==> src/sv/skvt_pkg.sv <==
// ----------------------------------------------------------------------------
// skvt_pkg - shared types and codes of the sorted key/value table
// Request and status codes, and the control word sent to every table cell.
// ----------------------------------------------------------------------------
package skvt_pkg;

	localparam int KEY_W   = 32;
	localparam int VALUE_W = 32;
	localparam int FUNC_W  = 2;
	localparam int STAT_W  = 2;
	localparam int COUNT_W = 5;

	localparam logic [FUNC_W-1:0] FUNC_PUT    = 2'd0;
	localparam logic [FUNC_W-1:0] FUNC_GET    = 2'd1;
	localparam logic [FUNC_W-1:0] FUNC_REMOVE = 2'd2;

	localparam logic [STAT_W-1:0] STAT_OK        = 2'd0;
	localparam logic [STAT_W-1:0] STAT_NOT_FOUND = 2'd1;
	localparam logic [STAT_W-1:0] STAT_FULL      = 2'd2;

	typedef enum logic [1:0] {
		CELL_NOP  = 2'd0,
		CELL_INS  = 2'd1,
		CELL_DEL  = 2'd2,
		CELL_SETV = 2'd3
	} cell_op_t;

	typedef struct packed {
		logic     cmp;
		cell_op_t op;
	} cell_ctl_t;

endpackage

==> src/sv/skvt_req_if.sv <==
// ----------------------------------------------------------------------------
// skvt_req_if - request channel
// valid/ready handshake carrying one put, get or remove word.
// ----------------------------------------------------------------------------
interface skvt_req_if;
	logic                            valid;
	logic                            ready;
	logic [skvt_pkg::FUNC_W-1:0]     func;
	logic signed [skvt_pkg::KEY_W-1:0]   key;
	logic signed [skvt_pkg::VALUE_W-1:0] value;

	modport source (output valid, output func, output key, output value, input ready);
	modport sink   (input valid, input func, input key, input value, output ready);
endinterface

==> src/sv/skvt_rsp_if.sv <==
// ----------------------------------------------------------------------------
// skvt_rsp_if - response channel
// valid/ready handshake carrying the status, read value and entry count.
// ----------------------------------------------------------------------------
interface skvt_rsp_if;
	logic                                valid;
	logic                                ready;
	logic [skvt_pkg::STAT_W-1:0]         status;
	logic signed [skvt_pkg::VALUE_W-1:0] read_value;
	logic [skvt_pkg::COUNT_W-1:0]        entry_count;

	modport source (output valid, output status, output read_value, output entry_count,
		input ready);
	modport sink   (input valid, input status, input read_value, input entry_count,
		output ready);
endinterface

==> src/sv/skvt_cell.sv <==
// ----------------------------------------------------------------------------
// skvt_cell - one slot of the sorted table
// Holds one pair, compares its key against the request and shifts with its
// neighbors on insert or remove.
// ----------------------------------------------------------------------------
module skvt_cell (
	input  logic                                clk,
	input  logic                                arst_n,
	input  skvt_pkg::cell_ctl_t                 ctl,
	input  logic                                occ,
	input  logic signed [skvt_pkg::KEY_W-1:0]   cmp_key,
	input  logic signed [skvt_pkg::KEY_W-1:0]   req_key,
	input  logic signed [skvt_pkg::VALUE_W-1:0] req_value,
	input  logic                                left_less,
	input  logic signed [skvt_pkg::KEY_W-1:0]   left_key,
	input  logic signed [skvt_pkg::VALUE_W-1:0] left_value,
	input  logic signed [skvt_pkg::KEY_W-1:0]   right_key,
	input  logic signed [skvt_pkg::VALUE_W-1:0] right_value,
	output logic signed [skvt_pkg::KEY_W-1:0]   key,
	output logic signed [skvt_pkg::VALUE_W-1:0] value,
	output logic                                less,
	output logic                                eq
);

	logic signed [skvt_pkg::KEY_W-1:0]   key_q;
	logic signed [skvt_pkg::VALUE_W-1:0] value_q;
	logic                                less_q;
	logic                                eq_q;

	always_ff @(posedge clk or negedge arst_n) begin
		if (!arst_n) begin
			less_q <= 1'b0;
			eq_q   <= 1'b0;
		end else if (ctl.cmp) begin
			less_q <= occ && (key_q < cmp_key);
			eq_q   <= occ && (key_q == cmp_key);
		end
	end

	// cells at and above the lower bound move; those below hold
	always_ff @(posedge clk) begin
		case (ctl.op)
			skvt_pkg::CELL_INS: begin
				if (!less_q) begin
					if (left_less) begin
						key_q   <= req_key;
						value_q <= req_value;
					end else begin
						key_q   <= left_key;
						value_q <= left_value;
					end
				end
			end
			skvt_pkg::CELL_DEL: begin
				if (!less_q) begin
					key_q   <= right_key;
					value_q <= right_value;
				end
			end
			skvt_pkg::CELL_SETV: begin
				if (eq_q)
					value_q <= req_value;
			end
			default: ;
		endcase
	end

	assign key   = key_q;
	assign value = value_q;
	assign less  = less_q;
	assign eq    = eq_q;

endmodule

==> src/sv/sorted_key_value_table_top.sv <==
// ----------------------------------------------------------------------------
// sorted_key_value_table_top - sorted key/value table
// Row of cells keeping up to CAPACITY pairs in ascending signed key order.
//
//   port  dir   word
//   req   sink  func, key, value
//   rsp   src   status, read_value, entry_count
//
// All cells compare their key with the request in the accept cycle, then the
// row shifts or writes in the update cycle.
// The update waits while the result register is still held by rsp.
// One request is in flight at a time; req.ready is high only when idle.
// Reset clears the entry count; cell contents need no clearing.
// ----------------------------------------------------------------------------
module sorted_key_value_table_top #(
	parameter int CAPACITY = 16
) (
	input  logic      clk,
	input  logic      arst_n,
	skvt_req_if.sink   req,
	skvt_rsp_if.source rsp
);

	localparam int CW = $clog2(CAPACITY + 1);

	typedef enum logic [1:0] {
		S_IDLE = 2'b01,
		S_UPD  = 2'b10
	} state_t;

	state_t                                state_q;
	logic [CW-1:0]                         cnt_q;
	logic [skvt_pkg::FUNC_W-1:0]           func_q;
	logic signed [skvt_pkg::KEY_W-1:0]     key_q;
	logic signed [skvt_pkg::VALUE_W-1:0]   value_q;

	logic                                  out_valid_q;
	logic [skvt_pkg::STAT_W-1:0]           out_status_q;
	logic signed [skvt_pkg::VALUE_W-1:0]   out_value_q;
	logic [skvt_pkg::COUNT_W-1:0]          out_count_q;

	logic signed [skvt_pkg::KEY_W-1:0]     cell_key   [CAPACITY];
	logic signed [skvt_pkg::VALUE_W-1:0]   cell_value [CAPACITY];
	logic [CAPACITY-1:0]                   less_all;
	logic [CAPACITY-1:0]                   eq_all;
	logic [CAPACITY-1:0]                   occ;

	logic                                  accept;
	logic                                  commit;
	logic                                  hit;
	logic signed [skvt_pkg::VALUE_W-1:0]   hit_value;
	skvt_pkg::cell_ctl_t                   ctl;
	skvt_pkg::cell_op_t                    upd_op;
	logic [skvt_pkg::STAT_W-1:0]           nxt_status;
	logic signed [skvt_pkg::VALUE_W-1:0]   nxt_value;
	logic [CW-1:0]                         nxt_cnt;

	assign req.ready = (state_q == S_IDLE);
	assign accept    = req.valid && req.ready;
	assign commit    = (state_q == S_UPD) && (!out_valid_q || rsp.ready);

	assign hit = |eq_all;

	always_comb begin
		hit_value = '0;
		for (int i = 0; i < CAPACITY; i++)
			hit_value = hit_value | (cell_value[i] & {skvt_pkg::VALUE_W{eq_all[i]}});
	end

	always_comb begin
		upd_op     = skvt_pkg::CELL_NOP;
		nxt_status = skvt_pkg::STAT_OK;
		nxt_value  = '0;
		nxt_cnt    = cnt_q;
		case (func_q)
			skvt_pkg::FUNC_PUT: begin
				if (hit) begin
					upd_op = skvt_pkg::CELL_SETV;
				end else if (cnt_q == CW'(CAPACITY)) begin
					nxt_status = skvt_pkg::STAT_FULL;
				end else begin
					upd_op  = skvt_pkg::CELL_INS;
					nxt_cnt = cnt_q + 1'b1;
				end
			end
			skvt_pkg::FUNC_GET: begin
				if (hit)
					nxt_value = hit_value;
				else
					nxt_status = skvt_pkg::STAT_NOT_FOUND;
			end
			skvt_pkg::FUNC_REMOVE: begin
				if (hit) begin
					upd_op  = skvt_pkg::CELL_DEL;
					nxt_cnt = cnt_q - 1'b1;
				end else begin
					nxt_status = skvt_pkg::STAT_NOT_FOUND;
				end
			end
			default: ;
		endcase
	end

	assign ctl.cmp = accept;
	assign ctl.op  = commit ? upd_op : skvt_pkg::CELL_NOP;

	always_ff @(posedge clk or negedge arst_n) begin
		if (!arst_n) begin
			state_q     <= S_IDLE;
			cnt_q       <= '0;
			out_valid_q <= 1'b0;
		end else begin
			if (commit)
				out_valid_q <= 1'b1;
			else if (rsp.valid && rsp.ready)
				out_valid_q <= 1'b0;
			case (state_q)
				S_IDLE: begin
					if (accept)
						state_q <= S_UPD;
				end
				S_UPD: begin
					if (commit) begin
						state_q <= S_IDLE;
						cnt_q   <= nxt_cnt;
					end
				end
				default: state_q <= S_IDLE;
			endcase
		end
	end

	always_ff @(posedge clk) begin
		if (accept) begin
			func_q  <= req.func;
			key_q   <= req.key;
			value_q <= req.value;
		end
		if (commit) begin
			out_status_q <= nxt_status;
			out_value_q  <= nxt_value;
			out_count_q  <= skvt_pkg::COUNT_W'(nxt_cnt);
		end
	end

	for (genvar i = 0; i < CAPACITY; i++) begin : g_cell
		logic                                left_less;
		logic signed [skvt_pkg::KEY_W-1:0]   left_key;
		logic signed [skvt_pkg::VALUE_W-1:0] left_value;
		logic signed [skvt_pkg::KEY_W-1:0]   right_key;
		logic signed [skvt_pkg::VALUE_W-1:0] right_value;

		assign occ[i] = (cnt_q > CW'(i));

		if (i == 0) begin : g_first
			assign left_less  = 1'b1;
			assign left_key   = key_q;
			assign left_value = value_q;
		end else begin : g_mid
			assign left_less  = less_all[i-1];
			assign left_key   = cell_key[i-1];
			assign left_value = cell_value[i-1];
		end

		// the top cell has no right neighbor; what it takes on remove is unused
		if (i == CAPACITY - 1) begin : g_last
			assign right_key   = cell_key[i];
			assign right_value = cell_value[i];
		end else begin : g_inner
			assign right_key   = cell_key[i+1];
			assign right_value = cell_value[i+1];
		end

		skvt_cell u_cell (
			.clk         (clk),
			.arst_n      (arst_n),
			.ctl         (ctl),
			.occ         (occ[i]),
			.cmp_key     (req.key),
			.req_key     (key_q),
			.req_value   (value_q),
			.left_less   (left_less),
			.left_key    (left_key),
			.left_value  (left_value),
			.right_key   (right_key),
			.right_value (right_value),
			.key         (cell_key[i]),
			.value       (cell_value[i]),
			.less        (less_all[i]),
			.eq          (eq_all[i])
		);
	end

	assign rsp.valid       = out_valid_q;
	assign rsp.status      = out_status_q;
	assign rsp.read_value  = out_value_q;
	assign rsp.entry_count = out_count_q;

	a_cnt_range: assert property (@(posedge clk) disable iff (!arst_n)
		cnt_q <= CW'(CAPACITY))
		else $error("entry count above capacity");

	a_eq_single: assert property (@(posedge clk) disable iff (!arst_n)
		state_q == S_UPD |-> $onehot0(eq_all))
		else $error("key matched in more than one cell");

	// keys are sorted, so the below-key flags form a run from cell 0
	a_less_thermo: assert property (@(posedge clk) disable iff (!arst_n)
		state_q == S_UPD |-> ((less_all + 1'b1) & less_all) == '0)
		else $error("cell order broken");

	a_less_occ: assert property (@(posedge clk) disable iff (!arst_n)
		state_q == S_UPD |-> ((less_all | eq_all) & ~occ) == '0)
		else $error("empty cell flagged in compare");

	a_commit_out: assert property (@(posedge clk) disable iff (!arst_n)
		commit |=> out_valid_q && state_q == S_IDLE)
		else $error("result not registered after update");

endmodule

==> src/flat_wrapper.sv <==
// flat-port wrapper written by rule: the top's interface ports become plain ports
module sorted_key_value_table_top_flat 
#(
	parameter int CAPACITY = 16
)
  (clk, arst_n, req_valid, req_func, req_key, req_value, req_ready, rsp_valid, rsp_status, rsp_read_value, rsp_entry_count, rsp_ready);
  skvt_req_if req_i ();
  skvt_rsp_if rsp_i ();
  input  logic clk;
  input  logic arst_n;
  input wire logic [$bits(req_i.valid)-1:0] req_valid;
  input wire logic [$bits(req_i.func)-1:0] req_func;
  input wire logic [$bits(req_i.key)-1:0] req_key;
  input wire logic [$bits(req_i.value)-1:0] req_value;
  output wire logic [$bits(req_i.ready)-1:0] req_ready;
  output wire logic [$bits(rsp_i.valid)-1:0] rsp_valid;
  output wire logic [$bits(rsp_i.status)-1:0] rsp_status;
  output wire logic [$bits(rsp_i.read_value)-1:0] rsp_read_value;
  output wire logic [$bits(rsp_i.entry_count)-1:0] rsp_entry_count;
  input wire logic [$bits(rsp_i.ready)-1:0] rsp_ready;
  assign req_i.valid = req_valid;
  assign req_i.func = req_func;
  assign req_i.key = req_key;
  assign req_i.value = req_value;
  assign req_ready = req_i.ready;
  assign rsp_valid = rsp_i.valid;
  assign rsp_status = rsp_i.status;
  assign rsp_read_value = rsp_i.read_value;
  assign rsp_entry_count = rsp_i.entry_count;
  assign rsp_i.ready = rsp_ready;
  sorted_key_value_table_top #(.CAPACITY(CAPACITY)) u_core (.clk(clk), .arst_n(arst_n), .req(req_i), .rsp(rsp_i));
endmodule
==> config.mk <==
export PLATFORM = sky130hd
export DESIGN_NAME = sorted_key_value_table_top_flat
export DESIGN_NICKNAME = d
export VERILOG_FILES = /design/src/sv/skvt_pkg.sv /design/src/sv/skvt_req_if.sv /design/src/sv/skvt_rsp_if.sv /design/src/sv/skvt_cell.sv /design/src/sv/sorted_key_value_table_top.sv /design/src/flat_wrapper.sv
export SDC_FILE = /design/constraint.sdc
export NUM_CORES = 2
export LEC_CHECK = 0
export ABC_AREA = 0
export BUFFER_PORTS_ARGS = -buffer_cell sky130_fd_sc_hd__buf_4
export CAP_MARGIN = 20
export CORE_MARGIN = 4
export CORE_UTILIZATION = 45
export CTS_CLUSTER_DIAMETER = 80
export DETAILED_ROUTE_END_ITERATION = 8
export SLEW_MARGIN = 20
export SYNTH_ARGS = -nofsm -noshare
export SYNTH_HDL_FRONTEND = slang
export SYNTH_HIERARCHICAL = 1
export SYNTH_SLANG_ARGS = --single-unit
==> constraint.sdc <==
create_clock -name clk -period 7.2 [get_ports clk]
set_input_delay 1.08 -clock clk [delete_from_list [all_inputs] [get_ports clk]]
set_output_delay 1.08 -clock clk [all_outputs]
set_load 0.02 [all_outputs]
==> flow_metrics.tcl <==
set metrics [dict create \
    status "finished, final reports clean" \
    yosys.area.top_type "edfxtp_1" \
    busiest_layer "met2" \
    cp_num_cells 10 \
    post_cts_buffers 0 \
    cp.buffers_inverters 3 \
    nets 8271 \
    crit_fanout 120 \
    final-setup-viol-count 0 \
    grtUsageMet3_pct 4.04 \
    end_kind "flop" \
    ys_warn_count 6 \
    cts_num_sinks 1169 \
    netlist_top_cells_area "edfxtp_1 (43%), mux2i_1 (13%), ha_1 (8.3%), a211oi_1 (4.7%), a21oi_1 (4.6%)" \
    cts_tree "built" \
    cp-startpoint "u_core/cnt_q[0]" \
    rsz0062_at_grt "false" \
    cpPeakStageDelay_ns 0.87 \
    synthCells 7797 \
    met1_usage_pct 36.4 \
    die_width_um 427 \
    timing.final.crit_share_pct 67.7 \
    root_buffer "clkbuf_16" \
    grt_pass1_wl_um 389000 \
    ys.flop_type "edfxtp_1" \
    p_per_area_nw_per_um2 228 \
    final-seq-area_um2 35000 \
    drt-total-wl_um 265000 \
    place.gp.congestion 0.880 \
    ir_worst_vdd_mv 0.226 \
    drive_above_1_share_pct 7.36 \
    die_area_um2 182000 \
    final_common_cell "edfxtp_1" \
    cts_buffers 145 \
    clk_latency_ns 0.80 \
    fin_setup_tns_ns 0 \
    fillers 15900 \
    post-route-min-period_ns 4.88 \
    synth_area_per_cell_um2 10.1 \
    leakagePower_nw 30.4 \
    num_io_pins 111 \
    dr.pass1.iters 6 \
    hold_path_class "in2async" \
    placedCellCount 9841 \
    crit_required_ns 7.63 \
    multi_input_area_um2 40300 \
    syn_to_final_growth_pct 10.1 \
    synth_cell_types 62 \
    grt_usage_pct 28.1 \
    regToRegStartpoint "u_core/cnt_q[0]" \
    antenna_found_initial 10 \
    overflow 0 \
    reg2reg_depth 10 \
    grtUsageMet2_pct 46.7 \
    core_area_um2 174000 \
    crit_end "u_core/g_cell[0].u_cell/value[30]" \
    final_cells 10100 \
    async_flop_share_pct 3.42 \
    r2r_setup_slack_ns 2.32 \
    grt_start_max_net_pins 222 \
    cp_data_arrival_time_ns 5.31 \
    skew_ns 0.0294 \
    h-tree-depth 4 \
    wl_per_cell_um 26.2 \
    grt_pass1_vias 60400 \
    antenna_left 0 \
    reg2reg_to "u_core/g_cell[0].u_cell/value[30]" \
    synth.top_cell.area_share_pct 42.9 \
    vias_per_cell 6.24 \
    hold_buffers 0 \
    synth_area_um2 78900 \
    maxSlewHeadroom_pct 16.7 \
    port_buffers 110 \
    vias 63100 \
    die_h_um 427 \
    rows 153 \
    layout_common_cells "edfxtp_1 (1129), mux2i_1 (1025), a21oi_1 (708)" \
    crit_family "simple AND/OR/NAND/NOR gates" \
    critical_path_class "reg2reg" \
    crit_path_start_kind "flop" \
    synth_edf_count 1129 \
    cts_resized 0 \
    initial_core_util_pct 45.3 \
    yosysSeqAreaShare_pct 44.2 \
    path_clk_slew_ns 0.06 \
    drt_iter0_drc 6917 \
    fmax_mhz 205 \
    worst_slew_pin_slew_ns 1.24 \
    clockBufferDepth 3 \
    remaining_drc_errors 0 \
    slew_violations 0 \
    dp_hpwl_um 172000 \
    slowest_stage "o21ai_4" \
    path_cells "inv_1 > ha_1 > nor3b_2 > nand2_1 > nor2_1 > nor2_4 > buf_12 > nand2b_1 > o21ai_4 > buf_4" \
    ys_ff_latch 1169 \
    final_hold_viol_count 0 \
    cap_violations 0 \
]
==> stage by stage <==
stage	hold slack (ns)	total power, mW	worst slack [ns]	utilization, %	instance area (um^2)
6_report	0.365	19.8	2.32	49.9	86900
5_1_grt	0.372	20.6	2.08	49.9	86900
4_1_cts	0.332	19.9	2.32	49.7	86600
3_5_place_dp	0.503	12.8	2.34	47.2	82200
3_3_place_gp	0.497	12.7	2.46	47.1	82100
2_1_floorplan	0.468	11.4	0.0615	-	79000
==> logic make-up (layout without fill, tap and decap cells) <==
kind of cell | after synthesis | count (layout) | share of synthesized area (%)
compound gates | 2328 | 2328 | 18.3
simple gates | 1664 | 1664 | 10.8
flops | 1169 | 1169 | 44.2
buf+inv | 1089 | 1073 | 5.43
mux | 1025 | 1025 | 13.0
fa+ha+maj | 521 | 521 | 8.26
other cells | 1 | 12 | 0.00475
==> power breakdown <==
part | internal (mW) | switching [mW]
clock network | 4.06 | 3.01
registers | 7.99 | 0.773
logic | 1.63 | 2.38
total | 13.7 | 6.16
==> registers in the layout, indices dropped and copies added, names as in the netlist <==
name	cells
u_core/state_q	2
u_core/g_cell.u_cell/value	512
u_core/rsp.entry_count	5
u_core/g_cell.u_cell/key	512
u_core/g_cell.left_key	32
u_core/rsp.status	2
u_core/g_cell.u_cell/less	16
u_core/g_cell.left_value	32
u_core/cnt_q	5
u_core/g_cell.u_cell/eq	16
u_core/rsp.read_value	32
u_core/rsp.valid	1
u_core/func_q	2
==> area by class of cell <==
class | count | area share, %
antenna | 6 | 0.0173
tap | 2325 | 3.35
timing repair buffer | 248 | 2.51
sequential | 1169 | 40.2
inverter | 572 | 2.47
clock inverter | 57 | 0.505
clock buffer | 196 | 4.57
multi-input combinational | 5544 | 46.3
==> how the worst min path moves through the flow <==
stage / from / endpoint / slack (ns) / cells after the start
after floorplan: u_core/state_q[1] / u_core/rsp.valid / 0.47 / 2
after CTS: arst_n / u_core/cnt_q[4] / 0.33 / 1
after global routing: arst_n / u_core/rsp.valid / 0.37 / 1
after detailed placement: u_core/state_q[1] / u_core/rsp.valid / 0.50 / 2
after global placement: u_core/state_q[1] / u_core/rsp.valid / 0.50 / 2
final: arst_n / u_core/g_cell[9].u_cell/less / 0.36 / 1
==> synth_stat cells (3+ instances only) <==
| cell | n |
|---|---|
| a2111o_1 | 3 |
| a211o_1 | 25 |
| a211oi_1 | 499 |
| a21o_1 | 30 |
| a21oi_1 | 724 |
| a21oi_2 | 30 |
| a221o_1 | 16 |
| a221oi_1 | 100 |
| a22o_1 | 111 |
| a22oi_1 | 65 |
| a31oi_1 | 35 |
| a41oi_1 | 18 |
| and2b_1 | 12 |
| and3_1 | 34 |
| buf_1 | 49 |
| buf_2 | 137 |
| buf_4 | 3 |
| clkbuf_1 | 326 |
| dfrtp_1 | 39 |
| edfxtp_1 | 1129 |
| ha_1 | 521 |
| inv_1 | 570 |
| mux2i_1 | 1025 |
| nand2_1 | 678 |
| nand2b_1 | 35 |
| nand3_1 | 97 |
| nand4_1 | 112 |
| nor2_1 | 90 |
| nor2b_1 | 519 |
| nor3_1 | 20 |
| nor3b_1 | 4 |
| nor4_1 | 31 |
| nor4_2 | 3 |
| o21ai_0 | 626 |
| o21ai_1 | 17 |
| o32ai_1 | 16 |
| or4_4 | 15 |
==> routing by layer <==
layer  vias to the layer above  part of all wire [%]
met5                         -                     0
met4                         0                   4.9
met3                       619                   7.4
met2                      2761                    47
met1                     30800                    41
li1                      29000                     -
(Power assumes the default switching activity.)
